<file path="config.mk">
export PLATFORM = sky130hd
export DESIGN_NAME = bounded_deque_with_search_top_flat
export DESIGN_NICKNAME = d
export VERILOG_FILES = /design/src/hw/rtl/bdqs_pkg.sv /design/src/hw/rtl/bdqs_if.sv /design/src/hw/rtl/bdqs_cmp_unit.sv /design/src/hw/rtl/bounded_deque_with_search_top.sv /design/src/flat_wrapper.sv
export SDC_FILE = /design/constraint.sdc
export NUM_CORES = 1
export LEC_CHECK = 0
export ABC_AREA = 1
export BUFFER_PORTS_ARGS = -buffer_cell sky130_fd_sc_hd__clkbuf_2
export CORE_UTILIZATION = 40
export CTS_BUF_LIST = sky130_fd_sc_hd__clkbuf_8
export DETAILED_ROUTE_END_ITERATION = 8
export PLACE_DENSITY = 0.62
export SYNTH_ARGS = -nofsm -noshare
export SYNTH_HDL_FRONTEND = slang
export SYNTH_HIERARCHICAL = 1
export SYNTH_SLANG_ARGS = --single-unit
</file>
<file path="constraint.sdc">
create_clock -name clock -period 6.9 [get_ports clock]
set_input_delay 0.345 -clock clock [delete_from_list [all_inputs] [get_ports clock]]
set_output_delay 0.345 -clock clock [all_outputs]
set_load 0.03 [all_outputs]
</file>
<file path="src/hw/rtl/bdqs_pkg.sv">
package bdqs_pkg;

   // Command codes
   localparam logic [3:0] CMD_APPEND    = 4'd0;
   localparam logic [3:0] CMD_PREPEND   = 4'd1;
   localparam logic [3:0] CMD_POP_LAST  = 4'd2;
   localparam logic [3:0] CMD_POP_FIRST = 4'd3;
   localparam logic [3:0] CMD_GET       = 4'd4;
   localparam logic [3:0] CMD_FIND      = 4'd5;
   localparam logic [3:0] CMD_COUNT     = 4'd6;
   localparam logic [3:0] CMD_MIN       = 4'd7;
   localparam logic [3:0] CMD_MAX       = 4'd8;
   localparam logic [3:0] CMD_CLEAR     = 4'd9;

   // Status codes
   localparam logic [2:0] STS_OK        = 3'd0;
   localparam logic [2:0] STS_EMPTY     = 3'd1;
   localparam logic [2:0] STS_RANGE     = 3'd2;
   localparam logic [2:0] STS_NOT_FOUND = 3'd3;
   localparam logic [2:0] STS_FULL      = 3'd4;

   // Sequencer states
   typedef enum logic [2:0] {
      ST_IDLE,
      ST_EXEC,
      ST_READ,
      ST_SCAN,
      ST_DONE
   } state_type;

   // Flags from the shared compare unit
   typedef struct packed {
      logic eq;
      logic lt;
      logic gt;
   } cmp_type;

endpackage

</file>
<file path="src/hw/rtl/bdqs_if.sv">
// Command channel
interface bdqs_req_if;
   logic               valid;
   logic               ready;
   logic [3:0]         command;
   logic signed [31:0] value;
   logic [3:0]         position;

   modport source (output valid, output command, output value, output position, input ready);
   modport sink   (input valid, input command, input value, input position, output ready);
endinterface

// Result channel
interface bdqs_rsp_if;
   logic               valid;
   logic               ready;
   logic signed [31:0] result_value;
   logic [3:0]         result_position;
   logic [4:0]         match_count;
   logic [4:0]         occupancy;
   logic [2:0]         status;

   modport source (output valid, output result_value, output result_position,
                   output match_count, output occupancy, output status, input ready);
   modport sink   (input valid, input result_value, input result_position,
                   input match_count, input occupancy, input status, output ready);
endinterface

</file>
<file path="src/hw/rtl/bdqs_cmp_unit.sv">
module bdqs_cmp_unit #(
   parameter int DATA_WIDTH = 32
) (
   input  logic [DATA_WIDTH-1:0] lhs,
   input  logic [DATA_WIDTH-1:0] rhs,
   output bdqs_pkg::cmp_type     result
);
   import bdqs_pkg::*;

   // Equality and signed order of one stored entry against the operand
   always_comb begin
      result.eq = (lhs == rhs);
      result.lt = ($signed(lhs) < $signed(rhs));
      result.gt = ($signed(lhs) > $signed(rhs));
   end

endmodule

</file>
<file path="src/hw/rtl/bounded_deque_with_search_top.sv">
// Channel   Dir  Payload                                                  Transfer
// req_ch    in   command, value, position                                 valid & ready
// rsp_ch    out  result_value, result_position, match_count,              valid & ready
//                occupancy, status
//
// Append, prepend, clear and unused codes go from EXEC to DONE, then to the output register;
// pop and get add a READ state for the single registered read port of the entry RAM.
// Find, count, min and max stream held entries through that port and the one
// compare unit in the SCAN state (find stops at the first match).
// Reset clears the front pointer and the count; the entry RAM needs no clearing.
// A result waits in the output register while the next command is accepted.
module bounded_deque_with_search_top #(
   parameter int DEPTH      = 16,
   parameter int DATA_WIDTH = 32
) (
   input  logic        clock,
   input  logic        reset,
   bdqs_req_if.sink    req_ch,
   bdqs_rsp_if.source  rsp_ch
);
   import bdqs_pkg::*;

   localparam int PW = $clog2(DEPTH);
   localparam int CW = $clog2(DEPTH + 1);
   localparam int SW = CW + 1;
   localparam int GW = (CW > 4) ? CW : 4;
   localparam logic [PW-1:0] LAST_ADDR  = PW'(DEPTH - 1);
   localparam logic [CW-1:0] FULL_COUNT = CW'(DEPTH);

   // Ring address of front plus offset, one wrap at most
   function automatic logic [PW-1:0] ring_add(logic [PW-1:0] base, logic [CW-1:0] offs);
      logic [SW-1:0] sum;
      sum = SW'(base) + SW'(offs);
      if (sum >= SW'(DEPTH)) sum = sum - SW'(DEPTH);
      return sum[PW-1:0];
   endfunction

   state_type             state_ff, state_in;
   logic [3:0]            cmd_ff, cmd_in;
   logic [DATA_WIDTH-1:0] query_ff, query_in;
   logic [3:0]            pos_ff, pos_in;
   logic [PW-1:0]         front_ff, front_in;
   logic [CW-1:0]         held_ff, held_in;
   logic [PW-1:0]         scan_addr_ff, scan_addr_in;
   logic [CW-1:0]         issue_idx_ff, issue_idx_in;
   logic                  cmp_valid_ff, cmp_valid_in;
   logic [CW-1:0]         cmp_idx_ff, cmp_idx_in;
   logic [DATA_WIDTH-1:0] best_ff, best_in;
   logic [PW-1:0]         res_pos_ff, res_pos_in;
   logic [CW-1:0]         count_ff, count_in;
   logic [2:0]            status_ff, status_in;
   logic [DATA_WIDTH-1:0] rd_data_ff;

   logic                  out_valid_ff, out_valid_in;
   logic [31:0]           out_value_ff, out_value_in;
   logic [3:0]            out_pos_ff, out_pos_in;
   logic [4:0]            out_count_ff, out_count_in;
   logic [4:0]            out_occ_ff, out_occ_in;
   logic [2:0]            out_status_ff, out_status_in;

   logic                  mem_we, mem_re;
   logic [PW-1:0]         mem_waddr, mem_raddr;
   logic [DATA_WIDTH-1:0] mem_wdata;
   logic [DATA_WIDTH-1:0] mem [DEPTH];

   logic [DATA_WIDTH-1:0] cmp_rhs;
   cmp_type               cmp_res;
   logic [63:0]           wide_value;
   logic [63:0]           wide_query;
   logic                  is_query_cmd;
   logic                  take_best;

   // Entry RAM: one write port, one registered read port
   always_ff @(posedge clock) begin
      if (mem_we) mem[mem_waddr] <= mem_wdata;
      if (mem_re) rd_data_ff <= mem[mem_raddr];
   end

   // Shared compare unit
   assign is_query_cmd = (cmd_ff == CMD_FIND) || (cmd_ff == CMD_COUNT);
   assign cmp_rhs      = is_query_cmd ? query_ff : best_ff;

   bdqs_cmp_unit #(
      .DATA_WIDTH (DATA_WIDTH)
   ) u_cmp (
      .lhs    (rd_data_ff),
      .rhs    (cmp_rhs),
      .result (cmp_res)
   );

   // Width conversions of input query and output value
   assign wide_query = 64'(req_ch.value);
   assign wide_value = 64'($signed(best_ff));

   assign req_ch.ready = (state_ff == ST_IDLE);

   // Sequencer
   always_comb begin
      state_in      = state_ff;
      cmd_in        = cmd_ff;
      query_in      = query_ff;
      pos_in        = pos_ff;
      front_in      = front_ff;
      held_in       = held_ff;
      scan_addr_in  = scan_addr_ff;
      issue_idx_in  = issue_idx_ff;
      cmp_valid_in  = 1'b0;
      cmp_idx_in    = cmp_idx_ff;
      best_in       = best_ff;
      res_pos_in    = res_pos_ff;
      count_in      = count_ff;
      status_in     = status_ff;
      out_valid_in  = out_valid_ff & ~rsp_ch.ready;
      out_value_in  = out_value_ff;
      out_pos_in    = out_pos_ff;
      out_count_in  = out_count_ff;
      out_occ_in    = out_occ_ff;
      out_status_in = out_status_ff;
      mem_we        = 1'b0;
      mem_waddr     = ring_add(front_ff, held_ff);
      mem_wdata     = query_ff;
      mem_re        = 1'b0;
      mem_raddr     = scan_addr_ff;
      take_best     = 1'b0;

      unique case (state_ff)
         ST_IDLE: begin
            if (req_ch.valid) begin
               cmd_in     = req_ch.command;
               query_in   = wide_query[DATA_WIDTH-1:0];
               pos_in     = req_ch.position;
               best_in    = '0;
               res_pos_in = '0;
               count_in   = '0;
               status_in  = STS_OK;
               state_in   = ST_EXEC;
            end
         end

         ST_EXEC: begin
            state_in = ST_DONE;
            unique case (cmd_ff)
               CMD_APPEND: begin
                  if (held_ff == FULL_COUNT) begin
                     status_in = STS_FULL;
                  end else begin
                     mem_we  = 1'b1;
                     held_in = held_ff + 1'b1;
                  end
               end
               CMD_PREPEND: begin
                  if (held_ff == FULL_COUNT) begin
                     status_in = STS_FULL;
                  end else begin
                     front_in  = (front_ff == '0) ? LAST_ADDR : front_ff - 1'b1;
                     mem_we    = 1'b1;
                     mem_waddr = front_in;
                     held_in   = held_ff + 1'b1;
                  end
               end
               CMD_POP_LAST: begin
                  if (held_ff == '0) begin
                     status_in = STS_EMPTY;
                  end else begin
                     mem_re    = 1'b1;
                     mem_raddr = ring_add(front_ff, held_ff - 1'b1);
                     held_in   = held_ff - 1'b1;
                     state_in  = ST_READ;
                  end
               end
               CMD_POP_FIRST: begin
                  if (held_ff == '0) begin
                     status_in = STS_EMPTY;
                  end else begin
                     mem_re    = 1'b1;
                     mem_raddr = front_ff;
                     front_in  = (front_ff == LAST_ADDR) ? '0 : front_ff + 1'b1;
                     held_in   = held_ff - 1'b1;
                     state_in  = ST_READ;
                  end
               end
               CMD_GET: begin
                  if (held_ff == '0) begin
                     status_in = STS_EMPTY;
                  end else if (GW'(pos_ff) >= GW'(held_ff)) begin
                     status_in = STS_RANGE;
                  end else begin
                     mem_re    = 1'b1;
                     mem_raddr = ring_add(front_ff, CW'(pos_ff));
                     state_in  = ST_READ;
                  end
               end
               CMD_FIND, CMD_COUNT, CMD_MIN, CMD_MAX: begin
                  if (cmd_ff == CMD_FIND) begin
                     status_in = STS_NOT_FOUND;
                  end else if (held_ff == '0 && cmd_ff != CMD_COUNT) begin
                     status_in = STS_EMPTY;
                  end
                  if (held_ff != '0) begin
                     scan_addr_in = front_ff;
                     issue_idx_in = '0;
                     state_in     = ST_SCAN;
                  end
               end
               CMD_CLEAR: begin
                  held_in  = '0;
                  front_in = '0;
               end
               default: begin
               end
            endcase
         end

         ST_READ: begin
            best_in  = rd_data_ff;
            state_in = ST_DONE;
         end

         ST_SCAN: begin
            // Issue the next read while the previous entry is compared
            if (issue_idx_ff < held_ff) begin
               mem_re       = 1'b1;
               mem_raddr    = scan_addr_ff;
               scan_addr_in = (scan_addr_ff == LAST_ADDR) ? '0 : scan_addr_ff + 1'b1;
               issue_idx_in = issue_idx_ff + 1'b1;
               cmp_valid_in = 1'b1;
               cmp_idx_in   = issue_idx_ff;
            end
            if (cmp_valid_ff) begin
               unique case (cmd_ff)
                  CMD_FIND: begin
                     if (cmp_res.eq) begin
                        res_pos_in = cmp_idx_ff[PW-1:0];
                        status_in  = STS_OK;
                        state_in   = ST_DONE;
                     end
                  end
                  CMD_COUNT: begin
                     if (cmp_res.eq) count_in = count_ff + 1'b1;
                  end
                  CMD_MIN: take_best = (cmp_idx_ff == '0) || cmp_res.lt;
                  default: take_best = (cmp_idx_ff == '0) || cmp_res.gt;
               endcase
               if (take_best) begin
                  best_in    = rd_data_ff;
                  res_pos_in = cmp_idx_ff[PW-1:0];
               end
               if (cmp_idx_ff == held_ff - 1'b1) state_in = ST_DONE;
               if (state_in == ST_DONE) cmp_valid_in = 1'b0;
            end
         end

         ST_DONE: begin
            // Move the result into the output register once it is free
            if (!out_valid_ff || rsp_ch.ready) begin
               out_valid_in  = 1'b1;
               out_value_in  = wide_value[31:0];
               out_pos_in    = 4'(res_pos_ff);
               out_count_in  = 5'(count_ff);
               out_occ_in    = 5'(held_ff);
               out_status_in = status_ff;
               state_in      = ST_IDLE;
            end
         end

         default: state_in = ST_IDLE;
      endcase
   end

   // Control registers
   always_ff @(posedge clock) begin
      if (reset) begin
         state_ff     <= ST_IDLE;
         front_ff     <= '0;
         held_ff      <= '0;
         cmp_valid_ff <= 1'b0;
         out_valid_ff <= 1'b0;
      end else begin
         state_ff     <= state_in;
         front_ff     <= front_in;
         held_ff      <= held_in;
         cmp_valid_ff <= cmp_valid_in;
         out_valid_ff <= out_valid_in;
      end
   end

   // Payload registers
   always_ff @(posedge clock) begin
      cmd_ff        <= cmd_in;
      query_ff      <= query_in;
      pos_ff        <= pos_in;
      scan_addr_ff  <= scan_addr_in;
      issue_idx_ff  <= issue_idx_in;
      cmp_idx_ff    <= cmp_idx_in;
      best_ff       <= best_in;
      res_pos_ff    <= res_pos_in;
      count_ff      <= count_in;
      status_ff     <= status_in;
      out_value_ff  <= out_value_in;
      out_pos_ff    <= out_pos_in;
      out_count_ff  <= out_count_in;
      out_occ_ff    <= out_occ_in;
      out_status_ff <= out_status_in;
   end

   // Result channel
   assign rsp_ch.valid           = out_valid_ff;
   assign rsp_ch.result_value    = out_value_ff;
   assign rsp_ch.result_position = out_pos_ff;
   assign rsp_ch.match_count     = out_count_ff;
   assign rsp_ch.occupancy       = out_occ_ff;
   assign rsp_ch.status          = out_status_ff;

endmodule

</file>
<file path="src/flat_wrapper.sv">
// flat-port wrapper written by rule: the top's interface ports become plain ports
module bounded_deque_with_search_top_flat import bdqs_pkg::*;
#(
   parameter int DEPTH      = 16,
   parameter int DATA_WIDTH = 32
)
  (clock, reset, req_ch_valid, req_ch_command, req_ch_value, req_ch_position, req_ch_ready, rsp_ch_valid, rsp_ch_result_value, rsp_ch_result_position, rsp_ch_match_count, rsp_ch_occupancy, rsp_ch_status, rsp_ch_ready);
  bdqs_req_if req_ch_i ();
  bdqs_rsp_if rsp_ch_i ();
  input  logic clock;
  input  logic reset;
  input wire logic [$bits(req_ch_i.valid)-1:0] req_ch_valid;
  input wire logic [$bits(req_ch_i.command)-1:0] req_ch_command;
  input wire logic [$bits(req_ch_i.value)-1:0] req_ch_value;
  input wire logic [$bits(req_ch_i.position)-1:0] req_ch_position;
  output wire logic [$bits(req_ch_i.ready)-1:0] req_ch_ready;
  output wire logic [$bits(rsp_ch_i.valid)-1:0] rsp_ch_valid;
  output wire logic [$bits(rsp_ch_i.result_value)-1:0] rsp_ch_result_value;
  output wire logic [$bits(rsp_ch_i.result_position)-1:0] rsp_ch_result_position;
  output wire logic [$bits(rsp_ch_i.match_count)-1:0] rsp_ch_match_count;
  output wire logic [$bits(rsp_ch_i.occupancy)-1:0] rsp_ch_occupancy;
  output wire logic [$bits(rsp_ch_i.status)-1:0] rsp_ch_status;
  input wire logic [$bits(rsp_ch_i.ready)-1:0] rsp_ch_ready;
  assign req_ch_i.valid = req_ch_valid;
  assign req_ch_i.command = req_ch_command;
  assign req_ch_i.value = req_ch_value;
  assign req_ch_i.position = req_ch_position;
  assign req_ch_ready = req_ch_i.ready;
  assign rsp_ch_valid = rsp_ch_i.valid;
  assign rsp_ch_result_value = rsp_ch_i.result_value;
  assign rsp_ch_result_position = rsp_ch_i.result_position;
  assign rsp_ch_match_count = rsp_ch_i.match_count;
  assign rsp_ch_occupancy = rsp_ch_i.occupancy;
  assign rsp_ch_status = rsp_ch_i.status;
  assign rsp_ch_i.ready = rsp_ch_ready;
  bounded_deque_with_search_top #(.DEPTH(DEPTH), .DATA_WIDTH(DATA_WIDTH)) u_core (.clock(clock), .reset(reset), .req_ch(req_ch_i), .rsp_ch(rsp_ch_i));
endmodule
</file>
# == After elaboration in Yosys (flattened, before gate mapping) ==
# Memory sizes are Yosys's and may differ from the RTL's. A register that Yosys moved wholly into a read port is not among the register bits.
# Cells that the tools add are included.
# word_totals
in_bits,44
output_inout_bits,51
ff_bits,161
n_memories,1
mem_bits_rw,512
# classes
n_addsub,13
n_mux,89
eq_ne,41
reduce_logical,34
n_lt_le_gt_ge,7
n_bitwise,3
# memory_table
memory,depth,width,rd,rd_ports_with_merged_regs,write_ports,line,rtl
u_core.mem,16,32,1,1,1,bounded_deque_with_search_top.sv:64,logic [DATA_WIDTH-1:0] mem [DEPTH];
# ops
operator,n
two-way mux 32 bit,4
two-way mux 4 bit,24
case mux 32 bit (3 select lines),1
two-way mux 3 bit,22
two-way mux 5 bit,9
equality test 32 bit,1
greater-than comparator 32 bit,1
< comparator 32 bit,1
case mux 4 bit (3 select lines),2
case mux 5 bit (2 select lines),2
case mux 3 bit (3 select lines),2
equality test 4 x 3 -> 1 bit (second input constant),4
equality test 4 bit (second input constant),4
inequality test 2 x 1 -> 1 bit (second input constant),8
case mux 4 bit (2 select lines),2
AND reduction 4 bit,4
subtractor 4 x 1 -> 4 bit (second input constant),4
adder 5 x 1 -> 5 bit (second input constant),3
two-way mux 1 bit,15
case mux 3 bit (5 select lines),1
case mux 5 bit (3 select lines),1
adder 4 x 5 -> 6 bit,2
greater-or-equal comparator 6 x 5 -> 1 bit (second input constant),2
inequality test 2 bit (second input constant),6
other kinds (36),62

# == Logic depth before layout (Yosys ltp) ==
# logic_depth
ltp_word,12
mapped_depth,25
ltp_nobuf,24

# == Cells and area by module ==
# The synthesis kept the hierarchy.
# modules_own_cells
module,seq_area_each_um2,area_per_inst_um2,n_inst,cells_each
bounded_deque_with_search_top,21030.2,29310.6,1,2411
bdqs_cmp_unit,0.0,959.7,1,149

# == Worst setup path after synthesis ==
# No wires, ideal clock.
# synth_path
kind,reg2reg
startpoint,register u_core.cmd_ff[2]
endpoint,register u_core.best_ff[0] (enable)
t_required_ns,6.426
t_arrival_ns,5.294
stages_incl_launch_ff,21
setup_ns,0.474
path_slack_ns,1.132
period_less_slack_ns,5.768
cell_sequence,edfxtp_1 -> nand2_2 -> a21oi_1 -> nand2_1 -> buf_1 -> mux2_2 -> inv_1 -> ha_1 -> a21oi_2 -> nor2_1 -> nor2_2 -> nand3_2 -> a21oi_4 -> nand2_1 -> nand2_1 -> nand2_2 -> nor2_2 -> o21ai_0 -> o311ai_0 -> nand2_1 -> a221oi_1
# synth_lines
element,line,rtl
from (decl),bounded_deque_with_search_top.sv:39,"logic [3:0] cmd_ff, cmd_in;"
from (signal assigned),bounded_deque_with_search_top.sv:289,cmd_ff <= cmd_in;
to (signal assigned),bounded_deque_with_search_top.sv:295,best_ff <= best_in;
to (decl),bounded_deque_with_search_top.sv:48,"logic [DATA_WIDTH-1:0] best_ff, best_in;"

==> flow_summary.json <==
{
  "outcome": "finished clean",
  "min-delay-path-class": "in -> reg",
  "start_util_pct": 40.52,
  "numCtsBuffers": 115,
  "r2r_end": "u_core/best_ff[19]",
  "drc": 0,
  "grt_pass1_wl_um": 121900,
  "arrival_ns": 5.09,
  "core_um2": 74700,
  "critPathMaxStageDelay_ns": 0.56,
  "critPathMaxFanout": 33,
  "die_x_um": 277.1,
  "cts_buffer_depth": 3,
  "portBuffers": 94,
  "routed_wirelength_um": 80540,
  "pre_cts_slack_ns": 2.202,
  "placement_rows": 100,
  "cts_hold_buf": 42,
  "gp_congestion": 0.8655,
  "rsz0062_at_grt": "no",
  "yosys_most_used_dff": "edfxtp_1",
  "post_drt_wl_per_cell_um": 21.36,
  "min_from": "req_ch_valid",
  "max_freq_mhz": 210.5,
  "cts_tree": "built",
  "maxCapViolCount": 0,
  "worstPathCellList": "inv_2 > nand2_2 > a21oi_1 > nand2_2 > mux2_2 > inv_1 > ha_1 > nand2_2 > nor2_4 > nand2_2 > nor3b_2 > nand2_1 > nand3_2 > nand2_2 > nor2_2 > o21ai_0 > o311ai_0 > nand2_1 > a221oi_4 > buf_4",
  "insertion_delay_ns": 0.73,
  "cp-end-kind": "register",
  "htreeDepth": 3,
  "overflow": 0,
  "path_common_cell": "nand2_2",
  "drt_iter0_drc": 1969,
  "io_pins": 95,
  "ys_ff_latch": 705,
  "first_pass_iters": 6,
  "grt_usage_pct": 20.84,
  "cp_num_buf_inv": 3,
  "synth_edf_count": 691,
  "slew_viol_final": 0,
  "crit_required_ns": 7.24,
  "ir_worst_vdd_mv": 0.1513,
  "syn_area_um2": 30270,
  "max_slew_margin_pct": 25.12,
  "fp.dieArea_um2": 76780,
  "syn-instance-count": 2560,
  "max_slew.worst_pin.slew_ns": 1.121,
  "nets": 2812,
  "finalPower_uw": 9728,
  "p_leak_uw": 0.01300,
  "syn-num-nets": 2664,
  "synth-seq-area-share_pct": 69.47,
  "finalSetupViolCount": 0,
  "viasPerCell": 5.442,
  "postRouteAntennaNets": 0,
  "cts_resized": 0,
  "crit_path_top_delay_cell": "nand2_2",
  "syn-mean-instance-area_um2": 11.82,
  "reg2reg_depth": 20,
  "crit_type": "reg -> reg",
  "ys_types": 45,
  "final_layout_size_suffix_gt1_share_pct": 13.71,
  "dp.cells": 3518,
  "whs_ns": 0.1880,
  "setup_ws_ns": 2.150,
  "postCtsSetupBuffers": 0,
  "first_global_vias": 20308,
  "crit_family": "simple AND/OR/NAND/NOR gates",
  "synth.largest_area_cell": "edfxtp_1",
  "die_h_um": 277.1,
  "r2r_start": "u_core/cmd_ff[3]",
  "netlist.area_leader.share_pct": 68.55,
  "cts_num_sinks": 705,
  "root_buffer": "clkbuf_8",
  "worstHoldEndpoint": "u_core/mem_wdata[30]",
  "clk_pin_slew_worst_paths_ns": 0.06,
  "layoutNonFillerInstCount": 3771,
  "clock_skew_ns": 0.03623,
  "antenna_found_initial": 1,
  "power_density_nw_per_um2": 282.1,
  "ys_async_sr_fraction_pct": 0,
  "final-hold-violation-count": 0,
  "finalSetupTns_ns": 0,
  "hold_depth": 3,
  "dp_hpwl_um": 43710,
  "vias": 20520,
  "worstSetupStartpointType": "register",
  "fin_crit_sh_pct": 68.84,
  "r2r_slack_ns": 2.15,
  "grt_max_degree": 201,
  "area_delta_synth_final_pct": 13.91,
  "synthTopCellsByArea": "edfxtp_1, nand3_1, nand2_1",
  "period_needed_ns": 4.750,
  "yosysWarningCount": 6
}
-- cells by family (layout without fill, tap and decap cells) --
family | Yosys count | after routing | synth area share, %
simple gates | 1358 | 1358 | 20.10
flops | 705 | 705 | 69.47
buf+inv | 291 | 532 | 4.183
compound gates | 91 | 91 | 1.823
fa+ha+maj | 60 | 60 | 2.554
mux | 33 | 33 | 1.224
xor+xnor | 22 | 22 | 0.6365
other cells | 0 | 1 | 0
-- worst register-to-register path: stages, from the launching register on --
cell and delay, ns:
edfxtp_1 0.44, inv_2 0.11, nand2_2 0.11, a21oi_1 0.21, nand2_2 0.56, mux2_2 0.43, inv_1 0.04, ha_1 0.29
nand2_2 0.08, nor2_4 0.12, nand2_2 0.13, nor3b_2 0.29, nand2_1 0.18, nand3_2 0.10, nand2_2 0.08, nor2_2 0.08
o21ai_0 0.08, o311ai_0 0.09, nand2_1 0.17, a221oi_4 0.28, buf_4 0.49
-- state kept, by name, summed over array words and instances, names as in the netlist, 5 cells and up --
name	cells
u_core/mem_wdata	32
u_core/best_ff	32
u_core/count_ff	5
u_core/issue_idx_ff	5
u_core/cmp_idx_ff	5
u_core/rsp_ch.match_count	5
u_core/held_ff	5
u_core/rsp_ch.result_value	32
u_core/mem	512
u_core/rd_data_ff	32
u_core/rsp_ch.occupancy	5
-- cells in the final DEF, fill, tap and decap left out, drive strengths merged, types with 3 or more instances in the layout --
cell type    instances
edfxtp             691
nand3              675
nand2              550
clkbuf             217
inv                177
nor2               113
ha                  57
clkinv              49
dlygate4sd3         42
buf                 38
a21oi               38
mux2                32
o21ai               28
xor2                17
dfxtp               14
a211oi              10
bufinv               7
nor3                 7
or2                  6
xnor2                5
nand4                4
fa                   3
a221oi               3
-- layout make-up --
type                            count  area [um2]
Antenna cell                        1       2.502
Clock buffer                      123        1693
Clock inverter                     87       551.8
Fill cell                        6650       40210
Inverter                          148       556.8
Multi-Input combinational cell   1564        8209
Sequential cell                   705       21030
Tap cell                          969        1212
Timing Repair Buffer              174        1226
-- cells in the mapped netlist (2+ instances only) --
| master | instances |
|---|---|
| edfxtp_1 | 691 |
| nand3_1 | 672 |
| nand2_1 | 539 |
| inv_1 | 137 |
| buf_2 | 115 |
| nor2_1 | 104 |
| ha_1 | 57 |
| a21oi_1 | 35 |
| mux2_2 | 32 |
| o21ai_0 | 27 |
| xor2_1 | 17 |
| clkbuf_1 | 15 |
| dfxtp_1 | 14 |
| nand2_2 | 11 |
| a211oi_1 | 10 |
| inv_2 | 10 |
| buf_4 | 8 |
| nor3_1 | 6 |
| buf_1 | 5 |
| nor2_2 | 5 |
| or2_2 | 5 |
| xnor2_1 | 5 |
| nand4_1 | 4 |
| nor2_4 | 4 |
| a221oi_1 | 3 |
| fa_1 | 3 |
| nand3_2 | 3 |
| a21o_1 | 2 |
| a21oi_4 | 2 |
| o2111ai_1 | 2 |
| o211ai_1 | 2 |
| o22ai_1 | 2 |
-- where the power goes --
group / internal, uW / leakage [uW] / switching (uW)
combinational: 344 / 0.00532 / 723
clock: 1900 / 0.00126 / 1650
sequential: 4940 / 0.00642 / 170
total: 7180 / 0.0130 / 2550
-- layer usage --
metal	wire [um]	global-route usage, %	part of all wire (%)	up-vias
met1	33690	27.26	42	10187
met2	39070	34.76	49	804
met3	5262	3.105	6.5	123
met5	0	0	0	-
met4	2523	8.476	3.1	0
li1	-	-	-	9406
-- metrics by stage --
step / utilization, % / instance area (um2)
2_1_floorplan: - / 30270
3_3_place_gp: 42.59 / 31810
3_5_place_dp: 42.59 / 31810
4_1_cts: 46.16 / 34480
5_1_grt: 46.16 / 34480
6_report: 46.16 / 34480
-- worst max path at each step --
stage               cells after the start              from  slack (ns)            endpoint
floorplan                              20  u_core/cmd_ff[2]        1.13   u_core/best_ff[0]
global placement                       20  u_core/cmd_ff[3]        2.38  u_core/best_ff[17]
detailed placement                     20  u_core/cmd_ff[3]        2.20  u_core/best_ff[17]
CTS                                    20  u_core/cmd_ff[3]        2.17  u_core/best_ff[23]
global route                           20  u_core/cmd_ff[3]        1.83  u_core/best_ff[19]
finish                                 20  u_core/cmd_ff[3]        2.15  u_core/best_ff[19]
No activity file was read; power rests on OpenSTA's default activity.
